File: src/rtl/vcsp_pkg.sv
package vcsp_pkg;

   // Stream opcodes
   localparam logic [7:0] OP_STEREO    = 8'h31;
   localparam logic [7:0] OP_PSG_WRITE = 8'h50;
   localparam logic [7:0] OP_AY_WRITE  = 8'hA0;
   localparam logic [7:0] OP_NES_WRITE = 8'hB4;
   localparam logic [7:0] OP_DATA_BLK  = 8'h67;
   localparam logic [7:0] OP_WAIT_N    = 8'h61;
   localparam logic [7:0] OP_WAIT_NTSC = 8'h62;
   localparam logic [7:0] OP_WAIT_PAL  = 8'h63;
   localparam logic [7:0] OP_END       = 8'h66;
   localparam logic [7:0] OP_SHORT_LO  = 8'h70;
   localparam logic [7:0] OP_SHORT_HI  = 8'h7F;

   localparam logic [15:0] WAIT_NTSC = 16'd735;
   localparam logic [15:0] WAIT_PAL  = 16'd882;

   localparam logic [7:0] AY_ADDR_MASK = 8'h7F;

   // Result kinds
   localparam logic [1:0] KIND_WRITE   = 2'd0;
   localparam logic [1:0] KIND_WAIT    = 2'd1;
   localparam logic [1:0] KIND_END     = 2'd2;
   localparam logic [1:0] KIND_UNKNOWN = 2'd3;

   // chip_type codes
   localparam logic [1:0] CHIP_PSG = 2'd0;
   localparam logic [1:0] CHIP_AY  = 2'd1;
   localparam logic [1:0] CHIP_NES = 2'd2;
   localparam logic [1:0] CHIP_TYPE_RESET = CHIP_AY;

   // CSR register index
   localparam logic REG_CHIP_TYPE = 1'b0;

   // Decoded command passed from the parser to the result stage
   typedef enum logic [2:0] {
      CMD_PSG     = 3'd0,
      CMD_AY      = 3'd1,
      CMD_NES     = 3'd2,
      CMD_WAIT    = 3'd3,
      CMD_END     = 3'd4,
      CMD_UNKNOWN = 3'd5
   } cmd_type;

   typedef struct packed {
      cmd_type    cmd;
      logic [7:0] arg_a;   // register byte, or wait low byte
      logic [7:0] arg_b;   // value byte, or wait high byte
   } cmd_rec_type;

   typedef struct packed {
      logic        push;
      cmd_rec_type rec;
   } cmd_push_type;

endpackage

File: src/rtl/vcsp_front.sv
module vcsp_front
   import vcsp_pkg::*;
(
   input  logic         clock,
   input  logic         reset,
   input  logic         in_accept,
   input  logic [7:0]   in_byte,
   output cmd_push_type cmd_out
);

   typedef enum logic [15:0] {
      PH_OPCODE   = 16'h0001,
      PH_STEREO   = 16'h0002,
      PH_PSG_VAL  = 16'h0004,
      PH_AY_ADDR  = 16'h0008,
      PH_AY_VAL   = 16'h0010,
      PH_NES_ADDR = 16'h0020,
      PH_NES_VAL  = 16'h0040,
      PH_WAIT_LO  = 16'h0080,
      PH_WAIT_HI  = 16'h0100,
      PH_DB_MARK  = 16'h0200,
      PH_DB_TYPE  = 16'h0400,
      PH_DB_LEN0  = 16'h0800,
      PH_DB_LEN1  = 16'h1000,
      PH_DB_LEN2  = 16'h2000,
      PH_DB_LEN3  = 16'h4000,
      PH_DB_DATA  = 16'h8000
   } phase_type;

   phase_type   phase_ff, phase_in;
   logic [7:0]  held_ff, held_in;
   logic [31:0] skip_ff, skip_in;
   logic        halted_ff, halted_in;

   always_comb begin
      phase_in  = phase_ff;
      held_in   = held_ff;
      skip_in   = skip_ff;
      halted_in = halted_ff;
      cmd_out.push      = 1'b0;
      cmd_out.rec.cmd   = CMD_WAIT;
      cmd_out.rec.arg_a = 8'h00;
      cmd_out.rec.arg_b = 8'h00;
      if (in_accept && !halted_ff) begin
         case (phase_ff)
            PH_OPCODE: begin
               case (in_byte) inside
                  OP_STEREO:    phase_in = PH_STEREO;
                  OP_PSG_WRITE: phase_in = PH_PSG_VAL;
                  OP_AY_WRITE:  phase_in = PH_AY_ADDR;
                  OP_NES_WRITE: phase_in = PH_NES_ADDR;
                  OP_DATA_BLK:  phase_in = PH_DB_MARK;
                  OP_WAIT_N:    phase_in = PH_WAIT_LO;
                  OP_WAIT_NTSC: begin
                     cmd_out.push      = 1'b1;
                     cmd_out.rec.arg_a = WAIT_NTSC[7:0];
                     cmd_out.rec.arg_b = WAIT_NTSC[15:8];
                  end
                  OP_WAIT_PAL: begin
                     cmd_out.push      = 1'b1;
                     cmd_out.rec.arg_a = WAIT_PAL[7:0];
                     cmd_out.rec.arg_b = WAIT_PAL[15:8];
                  end
                  OP_END: begin
                     cmd_out.push    = 1'b1;
                     cmd_out.rec.cmd = CMD_END;
                     halted_in       = 1'b1;
                  end
                  [OP_SHORT_LO:OP_SHORT_HI]: begin
                     // short wait: low nibble + 1
                     cmd_out.push      = 1'b1;
                     cmd_out.rec.arg_a = {4'h0, in_byte[3:0]} + 8'd1;
                  end
                  default: begin
                     cmd_out.push    = 1'b1;
                     cmd_out.rec.cmd = CMD_UNKNOWN;
                     halted_in       = 1'b1;
                  end
               endcase
            end
            PH_STEREO: phase_in = PH_OPCODE;
            PH_PSG_VAL: begin
               cmd_out.push      = 1'b1;
               cmd_out.rec.cmd   = CMD_PSG;
               cmd_out.rec.arg_b = in_byte;
               phase_in          = PH_OPCODE;
            end
            PH_AY_ADDR: begin
               held_in  = in_byte;
               phase_in = PH_AY_VAL;
            end
            PH_AY_VAL: begin
               cmd_out.push      = 1'b1;
               cmd_out.rec.cmd   = CMD_AY;
               cmd_out.rec.arg_a = held_ff;
               cmd_out.rec.arg_b = in_byte;
               phase_in          = PH_OPCODE;
            end
            PH_NES_ADDR: begin
               held_in  = in_byte;
               phase_in = PH_NES_VAL;
            end
            PH_NES_VAL: begin
               cmd_out.push      = 1'b1;
               cmd_out.rec.cmd   = CMD_NES;
               cmd_out.rec.arg_a = held_ff;
               cmd_out.rec.arg_b = in_byte;
               phase_in          = PH_OPCODE;
            end
            PH_WAIT_LO: begin
               held_in  = in_byte;
               phase_in = PH_WAIT_HI;
            end
            PH_WAIT_HI: begin
               // zero length is dropped in the result stage
               cmd_out.push      = 1'b1;
               cmd_out.rec.arg_a = held_ff;
               cmd_out.rec.arg_b = in_byte;
               phase_in          = PH_OPCODE;
            end
            PH_DB_MARK: phase_in = PH_DB_TYPE;
            PH_DB_TYPE: begin
               skip_in  = 32'h0;
               phase_in = PH_DB_LEN0;
            end
            PH_DB_LEN0: begin
               skip_in  = {24'h0, in_byte};
               phase_in = PH_DB_LEN1;
            end
            PH_DB_LEN1: begin
               skip_in[15:8] = in_byte;
               phase_in      = PH_DB_LEN2;
            end
            PH_DB_LEN2: begin
               skip_in[23:16] = in_byte;
               phase_in       = PH_DB_LEN3;
            end
            PH_DB_LEN3: begin
               skip_in[31:24] = in_byte;
               if ({in_byte, skip_ff[23:0]} == 32'h0) begin
                  phase_in = PH_OPCODE;
               end else begin
                  phase_in = PH_DB_DATA;
               end
            end
            PH_DB_DATA: begin
               if (skip_ff != 32'h0) begin
                  skip_in = skip_ff - 32'd1;
               end
               if (skip_ff <= 32'd1) begin
                  phase_in = PH_OPCODE;
               end
            end
            default: phase_in = PH_OPCODE;
         endcase
      end
   end

   always_ff @(posedge clock) begin
      if (reset) begin
         phase_ff  <= PH_OPCODE;
         held_ff   <= 8'h00;
         skip_ff   <= 32'h0;
         halted_ff <= 1'b0;
      end else begin
         phase_ff  <= phase_in;
         held_ff   <= held_in;
         skip_ff   <= skip_in;
         halted_ff <= halted_in;
      end
   end

   // once halted, stays halted and emits nothing
   a_halt_sticky: assert property (@(posedge clock) disable iff (reset)
      halted_ff |=> halted_ff)
      else $error("parser left halt without reset");

   a_halt_quiet: assert property (@(posedge clock) disable iff (reset)
      halted_ff |-> !cmd_out.push)
      else $error("parser emitted a command while halted");

endmodule

File: src/rtl/vcsp_queue.sv
module vcsp_queue
   import vcsp_pkg::*;
#(
   parameter int DEPTH = 4
)
(
   input  logic         clock,
   input  logic         reset,
   input  cmd_push_type wr,
   input  logic         pop,
   output cmd_rec_type  head,
   output logic         full,
   output logic         empty
);

   localparam int PW = (DEPTH > 1) ? $clog2(DEPTH) : 1;
   localparam int CW = $clog2(DEPTH + 1);
   localparam logic [PW-1:0] LAST  = PW'(DEPTH - 1);
   localparam logic [CW-1:0] CFULL = CW'(DEPTH);

   cmd_rec_type   slot_ff [DEPTH];
   logic [PW-1:0] wr_ptr_ff, wr_ptr_in;
   logic [PW-1:0] rd_ptr_ff, rd_ptr_in;
   logic [CW-1:0] count_ff, count_in;

   assign full  = (count_ff == CFULL);
   assign empty = (count_ff == '0);
   assign head  = slot_ff[rd_ptr_ff];

   always_comb begin
      wr_ptr_in = wr_ptr_ff;
      rd_ptr_in = rd_ptr_ff;
      count_in  = count_ff;
      if (wr.push) begin
         wr_ptr_in = (wr_ptr_ff == LAST) ? '0 : wr_ptr_ff + PW'(1);
      end
      if (pop) begin
         rd_ptr_in = (rd_ptr_ff == LAST) ? '0 : rd_ptr_ff + PW'(1);
      end
      if (wr.push && !pop) begin
         count_in = count_ff + CW'(1);
      end else if (pop && !wr.push) begin
         count_in = count_ff - CW'(1);
      end
   end

   always_ff @(posedge clock) begin
      if (reset) begin
         wr_ptr_ff <= '0;
         rd_ptr_ff <= '0;
         count_ff  <= '0;
      end else begin
         wr_ptr_ff <= wr_ptr_in;
         rd_ptr_ff <= rd_ptr_in;
         count_ff  <= count_in;
      end
   end

   always_ff @(posedge clock) begin
      if (wr.push) begin
         slot_ff[wr_ptr_ff] <= wr.rec;
      end
   end

   a_no_overflow: assert property (@(posedge clock) disable iff (reset)
      wr.push |-> !full)
      else $error("command queue overflow");

   a_no_underflow: assert property (@(posedge clock) disable iff (reset)
      pop |-> !empty)
      else $error("command queue underflow");

   a_count_up: assert property (@(posedge clock) disable iff (reset)
      (wr.push && !pop) |=> (count_ff == $past(count_ff) + CW'(1)))
      else $error("command queue count did not advance on push");

endmodule

File: src/rtl/vcsp_back.sv
module vcsp_back
   import vcsp_pkg::*;
(
   input  logic        clock,
   input  logic        reset,
   input  logic [1:0]  chip_type,
   input  logic        q_empty,
   input  cmd_rec_type q_head,
   output logic        q_pop,
   output logic        out_valid,
   input  logic        out_stall,
   output logic [1:0]  out_kind,
   output logic        out_chip_index,
   output logic [7:0]  out_reg_addr,
   output logic [7:0]  out_reg_value,
   output logic [15:0] out_wait_samples
);

   logic        valid_ff, valid_in;
   logic [1:0]  kind_ff, kind_in;
   logic        chip_ff, chip_in;
   logic [7:0]  addr_ff, addr_in;
   logic [7:0]  value_ff, value_in;
   logic [15:0] wait_ff, wait_in;
   logic        keep;
   logic        load;

   assign load  = !valid_ff || !out_stall;
   assign q_pop = load && !q_empty;

   // format the head command; mismatched writes and zero waits are dropped
   always_comb begin
      keep    = 1'b1;
      kind_in = KIND_WRITE;
      chip_in = 1'b0;
      addr_in = 8'h00;
      value_in = 8'h00;
      wait_in = 16'h0;
      case (q_head.cmd)
         CMD_PSG: begin
            keep     = (chip_type == CHIP_PSG);
            value_in = q_head.arg_b;
         end
         CMD_AY: begin
            keep     = (chip_type == CHIP_AY);
            chip_in  = q_head.arg_a[7];
            addr_in  = q_head.arg_a & AY_ADDR_MASK;
            value_in = q_head.arg_b;
         end
         CMD_NES: begin
            keep     = (chip_type == CHIP_NES);
            addr_in  = q_head.arg_a;
            value_in = q_head.arg_b;
         end
         CMD_WAIT: begin
            kind_in = KIND_WAIT;
            wait_in = {q_head.arg_b, q_head.arg_a};
            keep    = (wait_in != 16'h0);
         end
         CMD_END:     kind_in = KIND_END;
         CMD_UNKNOWN: kind_in = KIND_UNKNOWN;
         default:     keep = 1'b0;
      endcase
      valid_in = valid_ff;
      if (load) begin
         valid_in = !q_empty && keep;
      end
   end

   always_ff @(posedge clock) begin
      if (reset) begin
         valid_ff <= 1'b0;
      end else begin
         valid_ff <= valid_in;
      end
   end

   always_ff @(posedge clock) begin
      if (load) begin
         kind_ff  <= kind_in;
         chip_ff  <= chip_in;
         addr_ff  <= addr_in;
         value_ff <= value_in;
         wait_ff  <= wait_in;
      end
   end

   assign out_valid        = valid_ff;
   assign out_kind         = kind_ff;
   assign out_chip_index   = chip_ff;
   assign out_reg_addr     = addr_ff;
   assign out_reg_value    = value_ff;
   assign out_wait_samples = wait_ff;

endmodule

File: src/rtl/vgm_command_stream_parser_top.sv
// A completed command is registered in the command queue, then in the output register.
// Throughput: one stream byte per cycle sustained; the parser does constant work per byte.
// Bytes are stalled only when the command queue between parser and result stage is full.
// Reset (synchronous, active high): parser back to opcode, halt cleared, queue and
// output register emptied, chip_type set to the AY family.
module vgm_command_stream_parser_top
   import vcsp_pkg::*;
#(
   parameter int QUEUE_DEPTH = 4
)
(
   input  logic        clock,
   input  logic        reset,
   // stream byte input
   input  logic        req_valid,
   output logic        req_stall,
   input  logic [7:0]  req_stream_byte,
   // result output
   output logic        rsp_valid,
   input  logic        rsp_stall,
   output logic [1:0]  rsp_kind,
   output logic        rsp_chip_index,
   output logic [7:0]  rsp_reg_addr,
   output logic [7:0]  rsp_reg_value,
   output logic [15:0] rsp_wait_samples,
   // register port
   input  logic        csr_psel,
   input  logic        csr_penable,
   input  logic        csr_pwrite,
   input  logic [2:0]  csr_paddr,
   input  logic [31:0] csr_pwdata,
   output logic [31:0] csr_prdata,
   output logic        csr_pready
);

   // ---------------------------------------------------------------
   // Register file: a single register, chip_type, at byte address 0.
   // paddr[2] selects past the register list; such writes are dropped.
   // ---------------------------------------------------------------
   logic [1:0] chip_type_ff, chip_type_in;
   logic       csr_write;
   logic       csr_hit;

   assign csr_pready = 1'b1;
   assign csr_hit    = (csr_paddr[2] == REG_CHIP_TYPE);
   assign csr_write  = csr_psel && csr_penable && csr_pwrite && csr_hit;

   always_comb begin
      chip_type_in = chip_type_ff;
      if (csr_write) begin
         chip_type_in = csr_pwdata[1:0];
      end
   end

   always_ff @(posedge clock) begin
      if (reset) begin
         chip_type_ff <= CHIP_TYPE_RESET;
      end else begin
         chip_type_ff <= chip_type_in;
      end
   end

   assign csr_prdata = csr_hit ? {30'h0, chip_type_ff} : 32'h0;

   // ---------------------------------------------------------------
   // Front end: byte-level parser. It decodes opcodes and arguments and
   // pushes one decoded command per completed write, wait, end or unknown opcode.
   // It accepts a byte every cycle unless the queue is full.
   // ---------------------------------------------------------------
   cmd_push_type cmd_wr;
   cmd_rec_type  q_head;
   logic         q_full;
   logic         q_empty;
   logic         q_pop;
   logic         req_accept;

   assign req_stall  = q_full;
   assign req_accept = req_valid && !req_stall;

   vcsp_front u_front (
      .clock     (clock),
      .reset     (reset),
      .in_accept (req_accept),
      .in_byte   (req_stream_byte),
      .cmd_out   (cmd_wr)
   );

   // Short command queue decouples parsing from result delivery.
   vcsp_queue #(
      .DEPTH (QUEUE_DEPTH)
   ) u_queue (
      .clock (clock),
      .reset (reset),
      .wr    (cmd_wr),
      .pop   (q_pop),
      .head  (q_head),
      .full  (q_full),
      .empty (q_empty)
   );

   // ---------------------------------------------------------------
   // Back end: filters writes by chip_type, drops zero waits, and holds
   // each result in an output register until the transaction completes.
   // Pops one command per cycle while the output register is empty or not stalled.
   // ---------------------------------------------------------------
   vcsp_back u_back (
      .clock            (clock),
      .reset            (reset),
      .chip_type        (chip_type_ff),
      .q_empty          (q_empty),
      .q_head           (q_head),
      .q_pop            (q_pop),
      .out_valid        (rsp_valid),
      .out_stall        (rsp_stall),
      .out_kind         (rsp_kind),
      .out_chip_index   (rsp_chip_index),
      .out_reg_addr     (rsp_reg_addr),
      .out_reg_value    (rsp_reg_value),
      .out_wait_samples (rsp_wait_samples)
   );

endmodule
File: config.mk
export PLATFORM = sky130hd
export DESIGN_NAME = vgm_command_stream_parser_top
export DESIGN_NICKNAME = d
export VERILOG_FILES = /design/src/rtl/vcsp_pkg.sv /design/src/rtl/vcsp_front.sv /design/src/rtl/vcsp_queue.sv /design/src/rtl/vcsp_back.sv /design/src/rtl/vgm_command_stream_parser_top.sv
export SDC_FILE = /design/constraint.sdc
export NUM_CORES = 1
export LEC_CHECK = 0
export BUFFER_PORTS_ARGS = -buffer_cell sky130_fd_sc_hd__buf_2
export CAP_MARGIN = 20
export CORE_UTILIZATION = 53
export CTS_CLUSTER_SIZE = 28
export DETAILED_ROUTE_END_ITERATION = 12
export MAX_ROUTING_LAYER = met4
export PLACE_DENSITY = 0.77
export SETUP_SLACK_MARGIN = 0.02
export SYNTH_ARGS = -nofsm -noshare
export SYNTH_HDL_FRONTEND = slang
export SYNTH_SLANG_ARGS = --single-unit
File: constraint.sdc
create_clock -name clock -period 3.95 [get_ports clock]
set_input_delay 0.5925 -clock clock [delete_from_list [all_inputs] [get_ports clock]]
set_output_delay 0.5925 -clock clock [all_outputs]
set_load 0.005 [all_outputs]
==> run summary <==
Die width: 133 um
Top cell type by total area after synthesis: edfxtp_1
Post-Synthesis Cell Area: 0.00909 mm2
Layout cells sized above 1: 0.163
Post-route DRC: 0
Power share of the combinational group: 0.256
DR WL met3: 1170 um
CTS sink cnt: 180
Sw Ratio: 0.312
Mean Syn Cell Area: 10.7 um2
Via density per instance: 5.99
Status: completed
Leakage: 3.82 nW
Crit-path slowest cell: or4_1
Fin crit period: 3.53 ns
Sequential-to-total area share from yosys stat: 0.519
Nets: 967
Ys async rst share: 0
Synth Flop Type: edfxtp_1
Fmax: 283 MHz
CTS Buffer Depth: 2
Worst setup slack after layout: 0.415 ns
Slew Viols, Final: 0
Critical path peak fanout: 10
Overall routed net length: 20000 um
Hold Crit Class: input pin to flip-flop
Antenna violation net count after detailed routing: 0
Clk Latency, worst-skew pair: 0.43 ns
#FFs+latches synth: 180
CTS Hold Bufs: 0
Area growth from synthesis to layout: 11.5%
Clk pwr share: 0.304
Critical path type: flip-flop to flip-flop
Post-synth EDFFs: 111
Vias in the first global route: 6522
Clock buffer count from CTS: 17
Buf/Inv on CP: 1
RSZ-0062 raised after global routing: false
Most frequent CP cell: or3_1
CTS root buffer: clkbuf_16
Worst Skew: 0.00516 ns
Core footprint: 0.0166 mm2
Die H: 133 um
Post-synthesis cell type count: 68
Reg-to-reg startpoint: u_front.phase_ff[4]$_SDFFE_PP0P_
Non-Filler Instances: 1136
DPL Wire Length: 13400 um
GR Overflow Total: 0
Max cap viols: 0
CTS tree: built
Worst path arrival time: 3.89 ns
Starting DRT DRC Count: 689
Fin util: 0.609
WL met1: 8300 um
First-pass GRT wire length: 33300 um
Inst Count DP: 1104
CP Cell Sequence: or4_1 > or4_4 > or3_1 > nand3_1 > o21a_1 > ha_1 > inv_1 > fa_1 > xor2_1 > or3_1 > a21oi_1
Clock-pin slew of the registers on the worst-case setup and hold paths: 0.07 ns
WL/cell: 17.6 um
Largest stage delay, worst path: 0.58 ns
CP Data Required Time: 4.31 ns
Synth warn: 0
Htree depth: 4
Initial antenna violation count: 0
P_int: 3.93 mW
Initial core utilization: 0.546
Flop pwr share: 0.440
Post-CTS Setup Inserts: 0
Top layer in use: met4
CP startpoint kind: flip-flop
All-Layer GR Usage: 0.247
PD cells: 563 mW/mm2
DRT Pass-1 Iters: 5
Peak VDD IR: 287 uV
Routability cong.: 0.918
Share of the synthesized area in the top cell type: 0.367
Final Hold Fails: 0
FP Rows: 47
Io pins: 120
Syn Inst Count: 853
Relative slew slack: 0.387
Routed met2 length: 9840 um
PostCTS Resize Cnt: 0
Worst slack at placement: 0.343 ns
Hold Crit Start: csr_pwdata[0]
Fill count: 1341
Top delay family on crit path: simple AND/OR/NAND/NOR gates
Tcrit/Tclk final: 0.895
Total power: 5.71 mW
Synth area leaders: edfxtp_1 37%, dfxtp_1 15%, mux4_2 4.7%
Diodes inserted: 0
DR vias: 6803
DIE AREA: 0.0177 mm2
Worst slew pin tran: 0.911 ns
Crit. End Element: flip-flop
Setup TNS: 0 ns
Largest net degree at the start of global routing: 38
PortBufs: 56
Final Setup Violations: 0
Critical Path Source: u_front.phase_ff[4]$_SDFFE_PP0P_
Switching Power: 1.78 mW
flip-flops by register name, indices dropped and copies added, names as in the netlist, 3 cells and up, named ones only:
signal                   count
u_queue.slot_ff             76
u_front.skip_ff             32
u_back.out_wait_samples     16
u_front.phase_ff            16
u_back.out_reg_addr          8
u_back.out_reg_value         8
u_front.held_ff              8
u_queue.count_ff             3
worst paths after layout:
path                                 endpoint  cells after the start  slack [ns]
max          u_queue.count_ff[2]$_SDFFE_PP0P_                     11        0.42
min              chip_type_ff[0]$_SDFFE_PP1P_                      3        0.38
max reg2reg  u_queue.count_ff[2]$_SDFFE_PP0P_                     11        0.42
min reg2reg  u_front.skip_ff[29]$_SDFFE_PP0P_                      2        0.48
power by group through the flow:
stage / logic (mW) / registers (mW) / clock network (mW)
after detailed placement: 1.45 / 2.56 / 0
after global placement: 1.42 / 2.54 / 0
after floorplan: 1.07 / 2.50 / 0
after global routing: 1.61 / 2.55 / 1.85
after CTS: 1.46 / 2.52 / 1.77
final: 1.46 / 2.51 / 1.74
tightest hold or removal path, stage by stage:
cell and delay (ns):
buf_2 0.08, mux2i_1 0.05, nand2_1 0.05
logic make-up after synthesis:
kind of cell,after synthesis,synth area share
fa+ha+maj,14,0.0201
flops,180,0.519
buf+inv,96,0.0541
xor+xnor,12,0.0116
other cells,2,0.000827
compound gates,164,0.118
mux,36,0.0658
simple gates,349,0.211
layout by cell type (no fill, tap or decap), types with 24 or more instances in the layout:
| cell | n |
|---|---|
| dfxtp_1 | 69 |
| a21oi_1 | 56 |
| buf_4 | 27 |
| o21ai_0 | 24 |
| edfxtp_1 | 111 |
| buf_2 | 56 |
| nand3_1 | 24 |
| and2_1 | 38 |
| nor2_1 | 67 |
| conb_1 | 31 |
| nor3_1 | 30 |
| nand2_1 | 65 |
cell type report:
type                       count  area [um2]  area share
inverter                      15        56.3     0.00556
tap                          220         275      0.0272
clock inverter                15         186      0.0184
multi-input combinational    606        3990       0.394
clock buffer                  17         425      0.0420
sequential                   180        4710       0.465
timing repair buffer          83         483      0.0477
metal layers:
layer / GRT usage / up-vias
met2: 0.398 / 253
met3: 0.0406 / 56
met5: - / -
met1: 0.300 / 3235
li1: - / 3259
met4: 0.126 / 0
Yosys cell counts (3+ instances only):
| master | number |
|---|---|
| a32o_1 | 4 |
| and2_1 | 38 |
| dfxtp_1 | 69 |
| nor3b_1 | 5 |
| mux4_2 | 19 |
| a21oi_1 | 56 |
| nor2b_1 | 5 |
| o21a_1 | 3 |
| nor4_1 | 19 |
| nand2_1 | 65 |
| nor3_1 | 30 |
| xnor2_1 | 6 |
| clkbuf_1 | 41 |
| nand4b_1 | 4 |
| a221oi_1 | 3 |
| xor2_1 | 6 |
| o31ai_1 | 12 |
| buf_1 | 4 |
| ha_1 | 13 |
| edfxtp_1 | 111 |
| o31a_1 | 3 |
| nor4b_1 | 7 |
| buf_2 | 3 |
| nor2_1 | 67 |
| o311ai_0 | 4 |
| or4_1 | 11 |
| and3_1 | 12 |
| buf_4 | 32 |
| a22oi_1 | 11 |
| o21ai_0 | 24 |
| mux2i_1 | 17 |
| and3b_1 | 5 |
| nand3_1 | 24 |
| o32ai_1 | 6 |
| inv_1 | 14 |
| o211ai_1 | 8 |
| nand4_1 | 16 |
| a31oi_1 | 9 |
| nand2b_1 | 6 |
| and4b_1 | 3 |
| a211oi_1 | 6 |
| and4_1 | 7 |
| or2_2 | 3 |
| or3_1 | 12 |
stage by stage:
| stage | hold slack, ns | cell area (um2) |
|---|---|---|
| after floorplan | 0.446 | 9200 |
| after global placement | 0.461 | 9520 |
| after detailed placement | 0.467 | 9520 |
| after CTS | 0.362 | 10100 |
| after global routing | 0.362 | 10100 |
| final | 0.382 | 10100 |
No activity file was read; power rests on OpenSTA's default activity.
